### config.mk
export PLATFORM = sky130hd
export DESIGN_NAME = breathing_led_pwm_top_flat
export DESIGN_NICKNAME = d
export VERILOG_FILES = /design/src/brp_pkg.sv /design/src/brp_channels.sv /design/src/breathing_led_pwm_top.sv /design/src/brp_div.sv /design/src/flat_wrapper.sv
export SDC_FILE = /design/constraint.sdc
export NUM_CORES = 1
export LEC_CHECK = 0
export BUFFER_PORTS_ARGS = -buffer_cell sky130_fd_sc_hd__buf_4
export CAP_MARGIN = 0
export CELL_PAD_IN_SITES_DETAIL_PLACEMENT = 0
export CELL_PAD_IN_SITES_GLOBAL_PLACEMENT = 2
export CORE_MARGIN = 2
export CORE_UTILIZATION = 37
export CTS_BUF_LIST = sky130_fd_sc_hd__clkbuf_2
export DETAILED_ROUTE_END_ITERATION = 8
export PLACE_DENSITY = 0.88
export SYNTH_ARGS = -nofsm -noshare
export SYNTH_HDL_FRONTEND = slang
export SYNTH_SLANG_ARGS = --single-unit
### constraint.sdc
create_clock -name clock -period 4.9 [get_ports clock]
set_clock_uncertainty 0.1 [all_clocks]
set_input_delay 0.245 -clock clock [delete_from_list [all_inputs] [get_ports clock]]
set_output_delay 0.245 -clock clock [all_outputs]
set_load 0.03 [all_outputs]
### src/brp_pkg.sv
// brp_pkg: shared constants, state type and control structs for the breathing LED PWM block.
// No dependencies; imported by brp_rsp_if and all modules.
`timescale 1ns / 1ps
package brp_pkg;

   localparam int PWM_FRAME_MS   = 20;
   localparam int PERIOD_SLOW_MS = 4000;
   localparam int PERIOD_FAST_MS = 400;
   localparam int SPEED_MIN      = 1;
   localparam int SPEED_MAX      = 4096;

   localparam int PHASE_W   = 12;
   localparam int PWM_W     = 5;
   localparam int BRIGHT_W  = 5;
   localparam int SPEED_W   = 13;
   localparam int CSR_IDX_W = 2;
   localparam int CSR_DAT_W = SPEED_W;

   localparam int DIV_NUM_W = 24;
   localparam int DIV_DEN_W = 12;
   localparam int DIV_CNT_W = 5;

   localparam int PERIOD_SPAN = PERIOD_SLOW_MS - PERIOD_FAST_MS;
   localparam int SPEED_SPAN  = SPEED_MAX - SPEED_MIN;

   localparam logic [CSR_IDX_W-1:0] CSR_ENABLE = 2'd0;
   localparam logic [CSR_IDX_W-1:0] CSR_SPEED  = 2'd1;

   typedef enum logic [2:0] {
      ST_IDLE,
      ST_PER_CALC,
      ST_PER_DIV,
      ST_BRT_CALC,
      ST_BRT_DIV,
      ST_OUT
   } state_type;

   typedef struct packed {
      logic start;
   } div_ctl_type;

   typedef struct packed {
      logic busy;
      logic done;
   } div_sts_type;

endpackage

### src/brp_channels.sv
// brp_req_if / brp_rsp_if: valid/ready channels carrying one word each.
// Depends on brp_pkg for field widths.
`timescale 1ns / 1ps
interface brp_req_if;
   logic valid;
   logic ready;
   logic advance;
   logic restart;

   modport source (output valid, output advance, output restart, input ready);
   modport sink   (input valid, input advance, input restart, output ready);
endinterface

interface brp_rsp_if;
   import brp_pkg::*;
   logic                valid;
   logic                ready;
   logic                lamp_on;
   logic [BRIGHT_W-1:0] brightness;

   modport source (output valid, output lamp_on, output brightness, input ready);
   modport sink   (input valid, input lamp_on, input brightness, output ready);
endinterface

### src/breathing_led_pwm_top.sv
// breathing_led_pwm_top: breathing LED driver with triangle profile and 20 ms PWM frame.
// Depends on brp_pkg, brp_channels (brp_req_if, brp_rsp_if) and brp_div.
//
// Usage: each word on req_chan is one millisecond tick (advance) or a re-evaluation,
// optionally with restart, which zeroes the phase and PWM counters. Every request
// word yields exactly one rsp_chan word: lamp_on and brightness (0..20 ms of duty).
// csr_we/csr_index/csr_wdata write enable (index 0) or speed (index 1, saturated
// to 1..4096); any such write made while idle clears both counters and recomputes the period,
// 4000 - (speed-1)*3600/4095 ms; req_chan.ready is low while it does so.
// Other indexes are ignored.
// The brightness division runs one quotient bit per cycle over 24 bits in brp_div;
// a new request word is taken only after the previous one has left the divider.
// The response sits in an output register: a new request is taken while it waits,
// and the next result is held back until the receiver takes the previous one.
// Reset: synchronous, active high; disabled, speed 1, period 4000 ms, counters zero,
// no response pending.
`timescale 1ns / 1ps
module breathing_led_pwm_top (
   input  logic                           clock,
   input  logic                           reset,
   brp_req_if.sink                        req_chan,
   brp_rsp_if.source                      rsp_chan,
   input  logic                           csr_we,
   input  logic [brp_pkg::CSR_IDX_W-1:0]  csr_index,
   input  logic [brp_pkg::CSR_DAT_W-1:0]  csr_wdata
);
   import brp_pkg::*;

   state_type            state_ff, state_in;
   logic                 enable_ff, enable_in;
   logic [SPEED_W-1:0]   speed_ff, speed_in;
   logic [PHASE_W-1:0]   period_ff, period_in;
   logic [PHASE_W-1:0]   phase_ff, phase_in;
   logic [PWM_W-1:0]     pwm_ff, pwm_in;
   logic                 rsp_valid_ff, rsp_valid_in;
   logic                 lamp_ff, lamp_in;
   logic [BRIGHT_W-1:0]  bright_ff, bright_in;

   div_ctl_type          div_ctl;
   div_sts_type          div_sts;
   logic [DIV_NUM_W-1:0] div_num;
   logic [DIV_DEN_W-1:0] div_den;
   logic [DIV_NUM_W-1:0] div_quo;

   logic                 csr_hit;
   logic                 req_fire;
   logic                 rsp_load;
   logic [PHASE_W-1:0]   half;
   logic [PHASE_W-1:0]   tri_val;
   logic [PHASE_W:0]     phase_inc;
   logic [PWM_W:0]       pwm_inc;
   logic [SPEED_W-1:0]   speed_sat;
   logic [BRIGHT_W-1:0]  quo_bright;

   assign csr_hit   = csr_we && (csr_index == CSR_ENABLE || csr_index == CSR_SPEED);
   assign req_fire  = req_chan.valid && req_chan.ready;
   assign half      = period_ff >> 1;
   assign tri_val   = (phase_ff < half) ? phase_ff : PHASE_W'(period_ff - phase_ff);
   assign phase_inc = {1'b0, phase_ff} + 1'b1;
   assign pwm_inc   = {1'b0, pwm_ff} + 1'b1;
   assign quo_bright = div_quo[BRIGHT_W-1:0];

   always_comb begin
      speed_sat = csr_wdata;
      if (csr_wdata < SPEED_W'(SPEED_MIN))
         speed_sat = SPEED_W'(SPEED_MIN);
      else if (csr_wdata > SPEED_W'(SPEED_MAX))
         speed_sat = SPEED_W'(SPEED_MAX);
   end

   // divider operands: period scale or triangle times frame
   always_comb begin
      if (state_ff == ST_PER_CALC) begin
         div_num = DIV_NUM_W'(PHASE_W'(speed_ff - SPEED_W'(SPEED_MIN))
                   * DIV_NUM_W'(PERIOD_SPAN));
         div_den = DIV_DEN_W'(SPEED_SPAN);
      end else begin
         div_num = DIV_NUM_W'(tri_val * DIV_NUM_W'(PWM_FRAME_MS));
         div_den = DIV_DEN_W'(half);
      end
   end

   // next state
   always_comb begin
      state_in = state_ff;
      unique case (state_ff)
         ST_IDLE: begin
            if (csr_hit)
               state_in = ST_PER_CALC;
            else if (req_fire)
               state_in = ST_BRT_CALC;
         end
         ST_PER_CALC: state_in = ST_PER_DIV;
         ST_PER_DIV:  if (div_sts.done) state_in = ST_IDLE;
         ST_BRT_CALC: state_in = ST_BRT_DIV;
         ST_BRT_DIV:  if (div_sts.done) state_in = ST_OUT;
         ST_OUT:      if (rsp_load) state_in = ST_IDLE;
         default:     state_in = ST_IDLE;
      endcase
   end

   // state outputs
   always_comb begin
      req_chan.ready = 1'b0;
      div_ctl.start  = 1'b0;
      rsp_load       = 1'b0;
      unique case (state_ff)
         ST_IDLE:     req_chan.ready = !csr_we;
         ST_PER_CALC: div_ctl.start = 1'b1;
         ST_BRT_CALC: div_ctl.start = 1'b1;
         ST_OUT:      rsp_load = !rsp_valid_ff || rsp_chan.ready;
         default: ;
      endcase
   end

   // datapath
   always_comb begin
      enable_in    = enable_ff;
      speed_in     = speed_ff;
      period_in    = period_ff;
      phase_in     = phase_ff;
      pwm_in       = pwm_ff;
      rsp_valid_in = rsp_valid_ff;
      lamp_in      = lamp_ff;
      bright_in    = bright_ff;

      if (rsp_valid_ff && rsp_chan.ready)
         rsp_valid_in = 1'b0;

      if (state_ff == ST_IDLE && csr_hit) begin
         if (csr_index == CSR_ENABLE)
            enable_in = csr_wdata[0];
         else
            speed_in = speed_sat;
         phase_in = '0;
         pwm_in   = '0;
      end else if (req_fire) begin
         if (req_chan.restart) begin
            phase_in = '0;
            pwm_in   = '0;
         end else if (req_chan.advance) begin
            phase_in = (phase_inc >= {1'b0, period_ff}) ? '0 : phase_inc[PHASE_W-1:0];
            pwm_in   = (pwm_inc >= (PWM_W+1)'(PWM_FRAME_MS)) ? '0 : pwm_inc[PWM_W-1:0];
         end
      end

      if (state_ff == ST_PER_DIV && div_sts.done)
         period_in = PHASE_W'(PERIOD_SLOW_MS) - div_quo[PHASE_W-1:0];

      if (rsp_load) begin
         rsp_valid_in = 1'b1;
         lamp_in      = enable_ff && (pwm_ff < quo_bright);
         bright_in    = enable_ff ? quo_bright : '0;
      end
   end

   always_ff @(posedge clock) begin
      if (reset) begin
         state_ff     <= ST_IDLE;
         enable_ff    <= 1'b0;
         speed_ff     <= SPEED_W'(SPEED_MIN);
         period_ff    <= PHASE_W'(PERIOD_SLOW_MS);
         phase_ff     <= '0;
         pwm_ff       <= '0;
         rsp_valid_ff <= 1'b0;
      end else begin
         state_ff     <= state_in;
         enable_ff    <= enable_in;
         speed_ff     <= speed_in;
         period_ff    <= period_in;
         phase_ff     <= phase_in;
         pwm_ff       <= pwm_in;
         rsp_valid_ff <= rsp_valid_in;
      end
      lamp_ff   <= lamp_in;
      bright_ff <= bright_in;
   end

   brp_div u_div (
      .clock     (clock),
      .reset     (reset),
      .ctl       (div_ctl),
      .numerator (div_num),
      .divisor   (div_den),
      .sts       (div_sts),
      .quotient  (div_quo)
   );

   assign rsp_chan.valid      = rsp_valid_ff;
   assign rsp_chan.lamp_on    = lamp_ff;
   assign rsp_chan.brightness = bright_ff;

   a_period_range: assert property (@(posedge clock) disable iff (reset)
      period_ff >= PHASE_W'(PERIOD_FAST_MS) && period_ff <= PHASE_W'(PERIOD_SLOW_MS))
      else $error("period out of range");
   a_phase_bound: assert property (@(posedge clock) disable iff (reset)
      phase_ff < period_ff) else $error("phase beyond period");
   a_out_after_div: assert property (@(posedge clock) disable iff (reset)
      $rose(rsp_valid_ff) |-> $past(state_ff) == ST_OUT)
      else $error("word issued outside output state");

endmodule

### src/brp_div.sv
// brp_div: restoring divider, one quotient bit per cycle, shared by period and brightness.
// Depends on brp_pkg.
`timescale 1ns / 1ps
module brp_div (
   input  logic                           clock,
   input  logic                           reset,
   input  brp_pkg::div_ctl_type           ctl,
   input  logic [brp_pkg::DIV_NUM_W-1:0]  numerator,
   input  logic [brp_pkg::DIV_DEN_W-1:0]  divisor,
   output brp_pkg::div_sts_type           sts,
   output logic [brp_pkg::DIV_NUM_W-1:0]  quotient
);
   import brp_pkg::*;

   logic [DIV_NUM_W-1:0] num_ff, num_in;
   logic [DIV_DEN_W-1:0] den_ff, den_in;
   logic [DIV_DEN_W-1:0] rem_ff, rem_in;
   logic [DIV_CNT_W-1:0] cnt_ff, cnt_in;
   logic                 busy_ff, busy_in;
   logic                 done_ff, done_in;
   logic [DIV_DEN_W:0]   shifted;
   logic                 fits;

   assign shifted = {rem_ff, num_ff[DIV_NUM_W-1]};
   assign fits    = shifted >= {1'b0, den_ff};

   always_comb begin
      num_in  = num_ff;
      den_in  = den_ff;
      rem_in  = rem_ff;
      cnt_in  = cnt_ff;
      busy_in = busy_ff;
      done_in = 1'b0;
      if (ctl.start) begin
         num_in  = numerator;
         den_in  = divisor;
         rem_in  = '0;
         cnt_in  = DIV_CNT_W'(DIV_NUM_W);
         busy_in = 1'b1;
      end else if (busy_ff) begin
         num_in = {num_ff[DIV_NUM_W-2:0], fits};
         rem_in = fits ? DIV_DEN_W'(shifted - {1'b0, den_ff}) : shifted[DIV_DEN_W-1:0];
         cnt_in = cnt_ff - 1'b1;
         if (cnt_ff == DIV_CNT_W'(1)) begin
            busy_in = 1'b0;
            done_in = 1'b1;
         end
      end
   end

   always_ff @(posedge clock) begin
      if (reset) begin
         busy_ff <= 1'b0;
         done_ff <= 1'b0;
         cnt_ff  <= '0;
      end else begin
         busy_ff <= busy_in;
         done_ff <= done_in;
         cnt_ff  <= cnt_in;
      end
      num_ff <= num_in;
      den_ff <= den_in;
      rem_ff <= rem_in;
   end

   assign sts.busy = busy_ff;
   assign sts.done = done_ff;
   assign quotient = num_ff;

   a_no_start_busy: assert property (@(posedge clock) disable iff (reset)
      ctl.start |-> !busy_ff) else $error("divider started while busy");
   a_done_after_busy: assert property (@(posedge clock) disable iff (reset)
      done_ff |-> $past(busy_ff)) else $error("divider done without work");
   a_busy_count: assert property (@(posedge clock) disable iff (reset)
      busy_ff |-> cnt_ff != '0) else $error("divider busy with empty count");

endmodule

### src/flat_wrapper.sv
// flat-port wrapper written by rule: the top's interface ports become plain ports
module breathing_led_pwm_top_flat import brp_pkg::*;
  (clock, reset, csr_we, csr_index, csr_wdata, req_chan_valid, req_chan_advance, req_chan_restart, req_chan_ready, rsp_chan_valid, rsp_chan_lamp_on, rsp_chan_brightness, rsp_chan_ready);
  brp_req_if req_chan_i ();
  brp_rsp_if rsp_chan_i ();
  input  logic clock;
  input  logic reset;
  input  logic csr_we;
  input  logic [brp_pkg::CSR_IDX_W-1:0] csr_index;
  input  logic [brp_pkg::CSR_DAT_W-1:0] csr_wdata;
  input wire logic [$bits(req_chan_i.valid)-1:0] req_chan_valid;
  input wire logic [$bits(req_chan_i.advance)-1:0] req_chan_advance;
  input wire logic [$bits(req_chan_i.restart)-1:0] req_chan_restart;
  output wire logic [$bits(req_chan_i.ready)-1:0] req_chan_ready;
  output wire logic [$bits(rsp_chan_i.valid)-1:0] rsp_chan_valid;
  output wire logic [$bits(rsp_chan_i.lamp_on)-1:0] rsp_chan_lamp_on;
  output wire logic [$bits(rsp_chan_i.brightness)-1:0] rsp_chan_brightness;
  input wire logic [$bits(rsp_chan_i.ready)-1:0] rsp_chan_ready;
  assign req_chan_i.valid = req_chan_valid;
  assign req_chan_i.advance = req_chan_advance;
  assign req_chan_i.restart = req_chan_restart;
  assign req_chan_ready = req_chan_i.ready;
  assign rsp_chan_valid = rsp_chan_i.valid;
  assign rsp_chan_lamp_on = rsp_chan_i.lamp_on;
  assign rsp_chan_brightness = rsp_chan_i.brightness;
  assign rsp_chan_i.ready = rsp_chan_ready;
  breathing_led_pwm_top u_core (.clock(clock), .reset(reset), .req_chan(req_chan_i), .rsp_chan(rsp_chan_i), .csr_we(csr_we), .csr_index(csr_index), .csr_wdata(csr_wdata));
endmodule
Word-level counts from Yosys, hierarchy flattened
Cells that the tools add are included.
{"block": "totals", "in_bits": 22, "register_bits": 107}
{"block": "classes", "bitwise_logic": 2, "mux": 31, "multipliers": 2, "n_reduce_logical": 23, "eq_ne": 11, "n_addsub": 7, "order_cmp": 7}
{"operator": "$mux 12", "count": 8}
{"operator": "$mux 24", "count": 3}
{"operator": "$ge 13x12->1", "count": 2}
{"operator": "$mux 5", "count": 5}
{"operator": "$sub 12x12->12", "count": 2}
{"operator": "$mul 12x8->20 const B", "count": 1}
{"operator": "$pmux 3 s6", "count": 1}
{"operator": "$mul 12x3->15 const B", "count": 1}
{"operator": "$mux 3", "count": 5}
{"operator": "$add 12x1->13 const B", "count": 1}
{"operator": "$gt 13x13->1 const B", "count": 1}
{"operator": "$lt 13x1->1 const B", "count": 1}
{"operator": "$lt 12x11->1", "count": 1}
{"operator": "$sub 12x1->12 const B", "count": 1}
{"operator": "$sub 12x12->12 const A", "count": 1}
{"operator": "$mux 1", "count": 9}
{"operator": "$add 5x1->6 const B", "count": 1}
{"operator": "$eq 3x2->1 const B", "count": 2}
{"operator": "$eq 3x3->1 const B", "count": 2}
{"operator": "$ge 6x5->1 const B", "count": 1}
{"operator": "$logic_and 1x1->1", "count": 6}
{"operator": "$reduce_and 2->1", "count": 3}
{"operator": "$reduce_bool 2->1", "count": 3}
{"operator": "$reduce_or 2->1", "count": 3}
{"operator": "15 further kinds", "count": 19}

Logic depth before layout (Yosys ltp)
Gate-level depths: netlist (run 1).
{"block": "depth", "ltp_word": 6, "mapped_depth": 21, "depth_no_buf": 21}

By module
Synthesis (run 1) repeated with hierarchy kept, for this count alone.
{"block": "unflattened", "hier_cells": 968, "hier_area_um2": 8793.4}
{"module": "breathing_led_pwm_top", "n_inst": 1, "cells_per_inst": 729, "seq_area_each_um2": 1101.1, "area_each_um2": 5949.5}
{"module": "brp_div", "n_inst": 1, "cells_per_inst": 239, "seq_area_each_um2": 1461.4, "area_each_um2": 2844.0}

Worst setup path before layout (run 1)
No wires, ideal clock.
{"block": "synth_timing", "kind": "register to register", "from": "reg u_core.speed_ff[0]", "to": "reg u_core.u_div.num_ff[20], in the netlist u_core.u_div.quotient[20], data pin", "arrival_time_ns": 4.640, "setup_slack_ns": -0.107, "period_less_slack_ns": 5.007, "stages_incl_launch_ff": 20, "cell_sequence": "dfxtp_1 clkbuf_1 inv_1 ha_1 xor2_1 ha_1 xor2_1 ha_1 ha_1 xnor2_1 ha_1 ha_1 a21o_1 a21oi_1 nor2b_1 or4_1 and3_1 a2111oi_0 xor2_1 o31ai_1"}
{"block": "synth_between", "elab_chain_len": 4}
{"item": "start: declaration", "line_no": "breathing_led_pwm_top.sv:31", "rtl": "logic [SPEED_W-1:0] speed_ff, speed_in;"}
{"item": "start signal: assignment", "line_no": "breathing_led_pwm_top.sv:161", "rtl": "speed_ff <= SPEED_W'(SPEED_MIN);"}
{"item": "start signal: assignment", "line_no": "breathing_led_pwm_top.sv:169", "rtl": "speed_ff <= speed_in;"}
{"item": "$sub 12x1->12", "line_no": "breathing_led_pwm_top.sv:74", "rtl": "div_num = DIV_NUM_W'(PHASE_W'(speed_ff - SPEED_W'(SPEED_MIN))"}
{"item": "$mul 12x8->20", "line_no": "breathing_led_pwm_top.sv:75", "rtl": "* DIV_NUM_W'(PERIOD_SPAN));"}
{"item": "$mux 24", "line_no": "breathing_led_pwm_top.sv:73", "rtl": "if (state_ff == ST_PER_CALC) begin"}
{"item": "$mux 24", "line_no": "brp_div.sv:34", "rtl": "if (ctl.start) begin"}
{"item": "named net u_core.u_div.num_in[20]", "line_no": "brp_div.sv:15", "rtl": "logic [DIV_NUM_W-1:0] num_ff, num_in;"}
{"item": "end signal: assignment", "line_no": "brp_div.sv:61", "rtl": "num_ff <= num_in;"}
{"item": "end: declaration", "line_no": "brp_div.sv:15"}
The timed path passes the listed nets, and every way through them passes these cells.
A chain may end at the register's enable or synchronous reset.

Worst setup path after layout (run 1)
{"block": "layout_timing", "from": "reg u_core.speed_ff[2]", "to": "reg u_core.u_div.num_ff[23], in the netlist u_core.u_div.quotient[23], data pin"}
Same word-level chain as after synthesis.

==> results of run 1 <==
-- registers in the layout, indices dropped and copies added (netlist names) --
register,count
u_core.state_ff,3
u_core.rsp_chan.lamp_on,1
u_core.phase_ff,12
u_core.u_div.busy_ff,1
u_core.u_div.quotient,24
u_core.u_div.cnt_ff,5
u_core.rsp_chan.valid,1
u_core.pwm_ff,5
u_core.period_ff,12
u_core.rsp_chan.brightness,5
u_core.u_div.done_ff,1
u_core.u_div.den_ff,12
u_core.enable_ff,1
u_core.speed_ff,12
u_core.u_div.rem_ff,12
-- through the flow --
step / hold slack [ps] / total power (uW) / utilization
2_1_floorplan: 292.2 / 1699 / -
3_3_place_gp: 348.4 / 1909 / 0.4062
3_5_place_dp: 354.4 / 1913 / 0.4062
4_1_cts: 14.20 / 2405 / 0.4251
5_1_grt: 48.23 / 2585 / 0.4347
6_report: 46.34 / 2399 / 0.4347
-- report_power, final --
part	internal (uW)	leakage (uW)	switching, uW
Combinational	368	0.00351	474
Clock	129	0.0000792	338
Sequential	1020	0.000910	67.1
Total	1520	0.00450	879
-- critical path: cells and delay by family (launching register included) --
family                     cells  cell delay, ps
and+or+nand+nor                4             830
AOI/OAI and AO/OA              6             970
xor gates and xnor gates       2             280
adders and majority gates      5            1570
DFF                            1             430
buffers and inverters          2             250
-- timing repair --
| action | 4_1_cts | 5_1_grt |
|---|---|---|
| buffers inserted | 0 | 5 |
| gates resized for setup | 2 | 41 |
| hold buffers | 29 | 0 |
| pin swaps | 0 | 11 |
| setup endpoints to repair | 3 | 10 |
| endpoints found under the hold margin | 40 | 0 |
-- per-layer routing --
| layer | share of wire | vias to the layer above | global-route usage |
|---|---|---|---|
| met5 | 0 | - | 0 |
| met4 | 0.0093 | 0 | 0.03932 |
| met3 | 0.017 | 14 | 0.01800 |
| met2 | 0.48 | 58 | 0.2899 |
| met1 | 0.49 | 3255 | 0.2292 |
| li1 | - | 3640 | - |
-- cell type report --
type | instances | share of cell area
Tap cell | 285 | 0.03612
Sequential cell | 107 | 0.2612
Multi-Input combinational cell | 760 | 0.5880
Clock buffer | 9 | 0.004563
Timing Repair Buffer | 87 | 0.07351
Clock inverter | 7 | 0.008238
Antenna cell | 1 | 0.0002535
Inverter | 74 | 0.02814
-- path summary, 6_finish.rpt --
path | end | slack, ps | start
worst max-delay path | u_core.u_div.quotient[23] | 250 | u_core.speed_ff[2]
worst max register to register | u_core.u_div.quotient[23] | 250 | u_core.speed_ff[2]
worst min register to register | u_core.u_div.rem_ff[11] | 380 | u_core.u_div.rem_ff[11]
worst min-delay path | u_core.pwm_ff[1] | 50 | csr_index[1]
-- cell usage after synthesis (7+ instances only) --
cell      number  area, um^2
a211o_1        9       78.83
a211oi_1      10       75.07
a21o_1        22       165.2
a21oi_1       66       330.3
a22oi_1       11       82.58
and3_1         8       50.05
clkbuf_1      23       86.33
dfxtp_1       65        1301
edfxtp_1      42        1261
ha_1         133        1664
inv_1         74       277.8
mux2i_1       12       120.1
nand2_1       44       165.2
nand2b_1      12       75.07
nand3_1       19       95.09
nand4_1        7       43.79
nor2_1        88       330.3
nor2b_1       16       100.1
nor3_1        26       130.1
nor4_1         9       56.30
o21a_1        10       75.07
o21ai_0       78       390.4
o31ai_1        7       52.55
xnor2_1       54       473.0
xor2_1        29       254.0
-- cells by family (layout without fill, tap and decap cells) --
group | count (synthesis) | in the layout | share of synthesized area
compound gates | 260 | 260 | 0.1914
xor+xnor | 83 | 83 | 0.08462
fa+ha+maj | 141 | 141 | 0.2100
buf+inv | 104 | 177 | 0.04806
flops | 107 | 107 | 0.2983
mux | 13 | 13 | 0.01529
other cells | 0 | 1 | 0
simple gates | 263 | 263 | 0.1523
-- layout by cell type, fill, tap and decap left out, types with 8 or more instances in the layout --
cell type / synthesis / layout
edfxtp_1: 42 / 42
ha_1: 133 / 130
inv_1: 74 / 73
dfxtp_1: 65 / 56
a22oi_1: 11 / 11
nor3_1: 26 / 24
xor2_1: 29 / 25
clkbuf_2: 0 / 9
nor4_1: 9 / 8
nand2b_1: 12 / 12
a211o_1: 9 / 9
xnor2_1: 54 / 50
a21oi_1: 66 / 64
mux2i_1: 12 / 12
nand2_1: 44 / 42
a211oi_1: 10 / 10
dlygate4sd3_1: 0 / 29
nor2_1: 88 / 86
nor2b_1: 16 / 16
a21o_1: 22 / 22
o21a_1: 10 / 10
buf_4: 0 / 58
o21ai_0: 78 / 76
nand3_1: 19 / 19
==> flow_summary.toml, run 1 <==
[outcome]
status = "completed"

[placement]
gp_congestion = 0.8250
postPlaceCellArea_um2 = 9225
dp.final_hpwl_mm = 14.92
pre_cts_ws_ps = 66.38
portBuffers = 29
dp.cells = 1279

[global_route]
grt_pass1_wl_mm = 33.53
grt_overflow = 0
grt_max_degree = 58
grt.total_usage = 0.1692
grt_pass1_vias = 6762
antenna_found_initial = 1

[timing]
finalSetupTns_ps = 0
max_freq_mhz = 215.1
slew_violations = 0
finalCritPeriodShare = 0.9490
worst_pin_slew_ps = 1025
maxSlewHeadroom = 0.3126
rsz0062_at_grt = "yes"
setup_violations = 0
postLayoutSetupSlackWorst_ps = 250.1
period_minus_slack_ps = 4650
hold_viol_final = 0

[critical_path]
crit_chain = "or3_4 -> nor2_4 -> nand2_2 -> nor2_1 -> xnor2_2 -> inv_1 -> ha_1 -> ha_1 -> ha_1 -> ha_1 -> ha_1 -> a21o_1 -> a21oi_1 -> inv_1 -> a21oi_1 -> o31ai_1 -> a21oi_1 -> xnor2_1 -> a22o_1"
cpMostUsedCell = "ha_1"
cp.required_ps = 5230
critPathMaxStageDelay_ps = 430
crit_type = "reg2reg"
end_kind = "flop"
crit_path_start_kind = "flop"
crit_fanout = 4
critical_path_arrival_ps = 4980
r2r_cells = 19
slowest_stage = "dfxtp_4"

[logic_synthesis]
postSynth.asyncResetShare = 0
yosysUniqueCellTypes = 64
synth.yosys.seq_area_share = 0.2983
synth_ff_type = "dfxtp_1"
netlist_instances = 971
postSynthAreaPerCell_um2 = 8.847
synth_area_um2 = 8591
synth_edf_count = 42
ys_ff_latch = 107
yosysWarnings = 0
syn-num-nets = 1132

[floorplan]
ios = 30
start_util = 0.3783
dieArea_um2 = 24450
placementRows = 55
dieWidth_um = 156.4
core_area_um2 = 22710
die_y_um = 156.4

[clock_network]
cts_buffers = 9
clockBufferDepth = 2
worstSkewPairLatency_ps = 640
cts_root_buf = "clkbuf_2"
h-tree-depth = 3
cts.sinks = 107
clkTransAtPathRegs_ps = 330
cts_tree = "built"

[routing]
ant_nets = 0
via_per_inst = 5.238
drtPass1Iterations = 4
vias = 6967
wl_per_cell_um = 15.08
drcViolationCount = 0
drtIter0Drc = 283
routed_wl_mm = 20.06

[layout]
stdcell_count = 1330
drive_gt1_frac = 0.1140
postLayoutCellArea_um2 = 9872
register_area_um2 = 2579
n_fill_cell = 2303
multi_input_area_um2 = 5804
area_growth_pct = 14.91
nets = 1200

[flow_run]
maxCapViolations = 0

[worst_hold_path]
hold_depth = 4
hold_path.class = "in2reg"

[pwr]
powerDensity_nw_per_um2 = 243.0
peakVddDrop_uv = 116.6
leakage_uw = 0.004501
Power figures use the tool's default switching activity.
==> run 2: changes to the inputs <==
Settings changed: ABC_AREA from default to 1, CORE_UTILIZATION 37 to 35, PLACE_DENSITY 0.88 to 0.89.
==> run 2 against run 1 <==
Die area rose by 13%. Setup slack improved by 130 ps. Hold slack improved by 11 ps. Maximum frequency rose by 2.9%. Register-to-register slack improved by 130 ps. Total power rose by 41%. Largest power group is now combinational logic.
==> flow_summary.toml, run 2 <==
[outcome]
status = "completed"

[layout]
fin_util = 0.3975
nets = 1488
n_fill_cell = 2726
drive_gt1_frac = 0.06832
largest_reg_flops = 24
final_common_cell = "nand2_1"
layout_common_cells = "302 x nand2_1, 178 x inv_1, 133 x ha_1, 111 x a21oi_1, 94 x nor2_1"
area_growth_pct = 12.25

[logic_synthesis]
synth_largest_area_cell = "ha_1"
ys_ff_latch = 107
synth.yosys.seq_area_share = 0.2793
synth_area_um2 = 9175
postSynthAreaPerCell_um2 = 7.293
netlist_instances = 1258
synth_edf_count = 42
yosysWarnings = 0
netlist.area_leader.share = 0.1814
synth_common_cells = "302 x nand2_1, 178 x inv_1, 133 x ha_1"
yosysUniqueCellTypes = 49
synth.most_common_cell = "nand2_1"
postSynth.asyncResetShare = 0
synth_ff_type = "dfxtp_1"
yosys-top-cells-area = "ha_1 18%, dfxtp_1 14%, edfxtp_1 14%"
syn-num-nets = 1419

[timing]
period_minus_slack_ps = 4520
finalCritPeriodShare = 0.9224
maxSlewHeadroom = 0.3177
hold_viol_final = 0
worst_pin_slew_ps = 1020
setup_violations = 0
slew_violations = 0
finalSetupTns_ps = 0
rsz0062_at_grt = "no"
max_freq_mhz = 221.3

[clock_network]
worstSkewPairLatency_ps = 660
cts_root_buf = "clkbuf_2"
clkTransAtPathRegs_ps = 300
cts.sinks = 107
clockBufferDepth = 2
cts_tree = "built"
h-tree-depth = 3
cts_buffers = 9

[placement]
dp.final_hpwl_mm = 18.21
gp_congestion = 0.8058
portBuffers = 29

[critical_path]
crit_path_start_kind = "flop"
cp.depth = 19
critPathMaxStageDelay_ps = 500
critical_path_arrival_ps = 4840
cpMostUsedCell = "ha_1"
critPathTopFamily = "adder cells"
cp_num_buf_inv = 4
crit_chain = "inv_2 -> ha_1 -> nand2_1 -> xor2_2 -> xor2_1 -> inv_1 -> ha_1 -> ha_1 -> inv_1 -> fa_1 -> inv_1 -> ha_1 -> ha_1 -> a21oi_1 -> o21ai_0 -> a21oi_1 -> o21bai_1 -> o21ai_0 -> nand2_1"
end_kind = "flop"
crit_fanout = 7
crit_type = "reg2reg"
r2r_cells = 19
slowest_stage = "dfxtp_1"
r2r-start = "u_core.speed_ff[0]"
r2r-end = "u_core.u_div.quotient[20]"
reg2reg_slack_ps = 380
cp.required_ps = 5220

[global_route]
grt_pass1_vias = 7929
grt_max_degree = 29
antenna_found_initial = 1
grt_pass1_wl_mm = 39.53
grt.total_usage = 0.1726
grt_overflow = 0

[floorplan]
dieArea_um2 = 27530
start_util = 0.3541
placementRows = 59
die_y_um = 165.9
core_area_um2 = 25910
ios = 30
dieWidth_um = 165.9

[routing]
drtPass1Iterations = 5
ant_nets = 0
routed_wl_mm = 23.34
via_per_inst = 4.858
drtIter0Drc = 644
drcViolationCount = 0
wl_per_cell_um = 13.99
vias = 8108

[worst_hold_path]
hold_path.class = "in2reg"
min_from = "req_chan_valid"
hold_depth = 7
holdPathEnd = "u_core.state_ff[0]"

[pwr]
leakage_uw = 0.005120
powerDensity_nw_per_um2 = 328.5
peakVddDrop_uv = 195.8

[flow_run]
maxCapViolations = 0
-- run 2: cell types whose count changed after synthesis, moves of 27 or more --
cell     change
nand3_1     +35
a21oi_1     +45
nand2_1    +258
xnor2_1     -36
inv_1      +104
nand4_1     +27
-- run 2: repair_timing --
action,4_1_cts,5_1_grt
hold buffers,42,0
endpoints found under the setup margin,0,3
hold endpoints to repair,33,0
buffers inserted,0,0
resized for setup,0,2
-- run 2: how the worst max path moves through the flow --
| stage | slack, ps | to | from |
|---|---|---|---|
| 2_1_floorplan | 660 | u_core.u_div.quotient[21] | u_core.speed_ff[0] |
| 3_3_place_gp | 390 | u_core.u_div.quotient[21] | u_core.speed_ff[0] |
| 4_1_cts | 310 | u_core.u_div.quotient[21] | u_core.speed_ff[0] |
| 5_1_grt | 30 | u_core.u_div.quotient[23] | u_core.speed_ff[0] |
| 6_report | 380 | u_core.u_div.quotient[20] | u_core.speed_ff[0] |
| 3_5_place_dp | 350 | u_core.u_div.quotient[20] | u_core.speed_ff[0] |
-- run 2: where the power goes --
part | total (uW) | internal, uW | switching, uW
Clock | 404 | 79.6 | 325
Sequential | 1360 | 1220 | 145
Combinational | 1620 | 586 | 1030
Total | 3380 | 1880 | 1500
-- run 2: per-layer routing --
| layer | track usage | wire length [um] |
|---|---|---|
| met1 | 0.2355 | 11580 |
| met2 | 0.2933 | 10980 |
| met3 | 0.02336 | 562 |
| met4 | 0.03327 | 217 |
| met5 | 0 | 0 |
-- run 2: per-stage QoR --
stage	setup WS (ps)	cells	instance area (um^2)	hold slack, ps	power [uW]
floorplan	661.9	1258	9175	281.2	2553
global placement	386.3	1609	9776	357.3	2972
detailed placement	349.1	1609	9776	360.8	2981
CTS	310.0	1667	10290	25.15	3418
global route	32.51	1669	10300	25.42	3724
finish	380.4	1669	10300	57.49	3383
-- run 2: layout make-up --
class	count	area (um^2)	share of cell area
Clock inverter	5	42.54	0.004131
Tap cell	335	419.2	0.04070
Sequential cell	107	2562	0.2488
Clock buffer	11	55.05	0.005346
Multi-Input combinational cell	945	5814	0.5646
Antenna cell	2	5.005	0.0004860
Inverter	183	686.9	0.06670
Timing Repair Buffer	81	713.2	0.06925
-- run 2: kinds of logic (layout without fill, tap and decap cells) --
| family | after synthesis | after routing | share of synthesized area |
|---|---|---|---|
| and+or+nand+nor | 528 | 528 | 0.2482 |
| AOI/OAI and AO/OA | 220 | 220 | 0.1320 |
| adders and majority gates | 139 | 139 | 0.1945 |
| DFF | 107 | 107 | 0.2793 |
| xor gates and xnor gates | 58 | 58 | 0.05905 |
| buffers and inverters | 206 | 280 | 0.08700 |
| other | 0 | 2 | 0 |
-- run 2: worst register-to-register path: stages (launching register included) --
cell and delay (ps):
dfxtp_1 500, inv_2 70, ha_1 270, nand2_1 130, xor2_2 350, xor2_1 180, inv_1 50, ha_1 270
ha_1 270, inv_1 50, fa_1 500, inv_1 40, ha_1 280, ha_1 330, a21oi_1 200, o21ai_0 150
a21oi_1 240, o21bai_1 110, o21ai_0 150, nand2_1 60
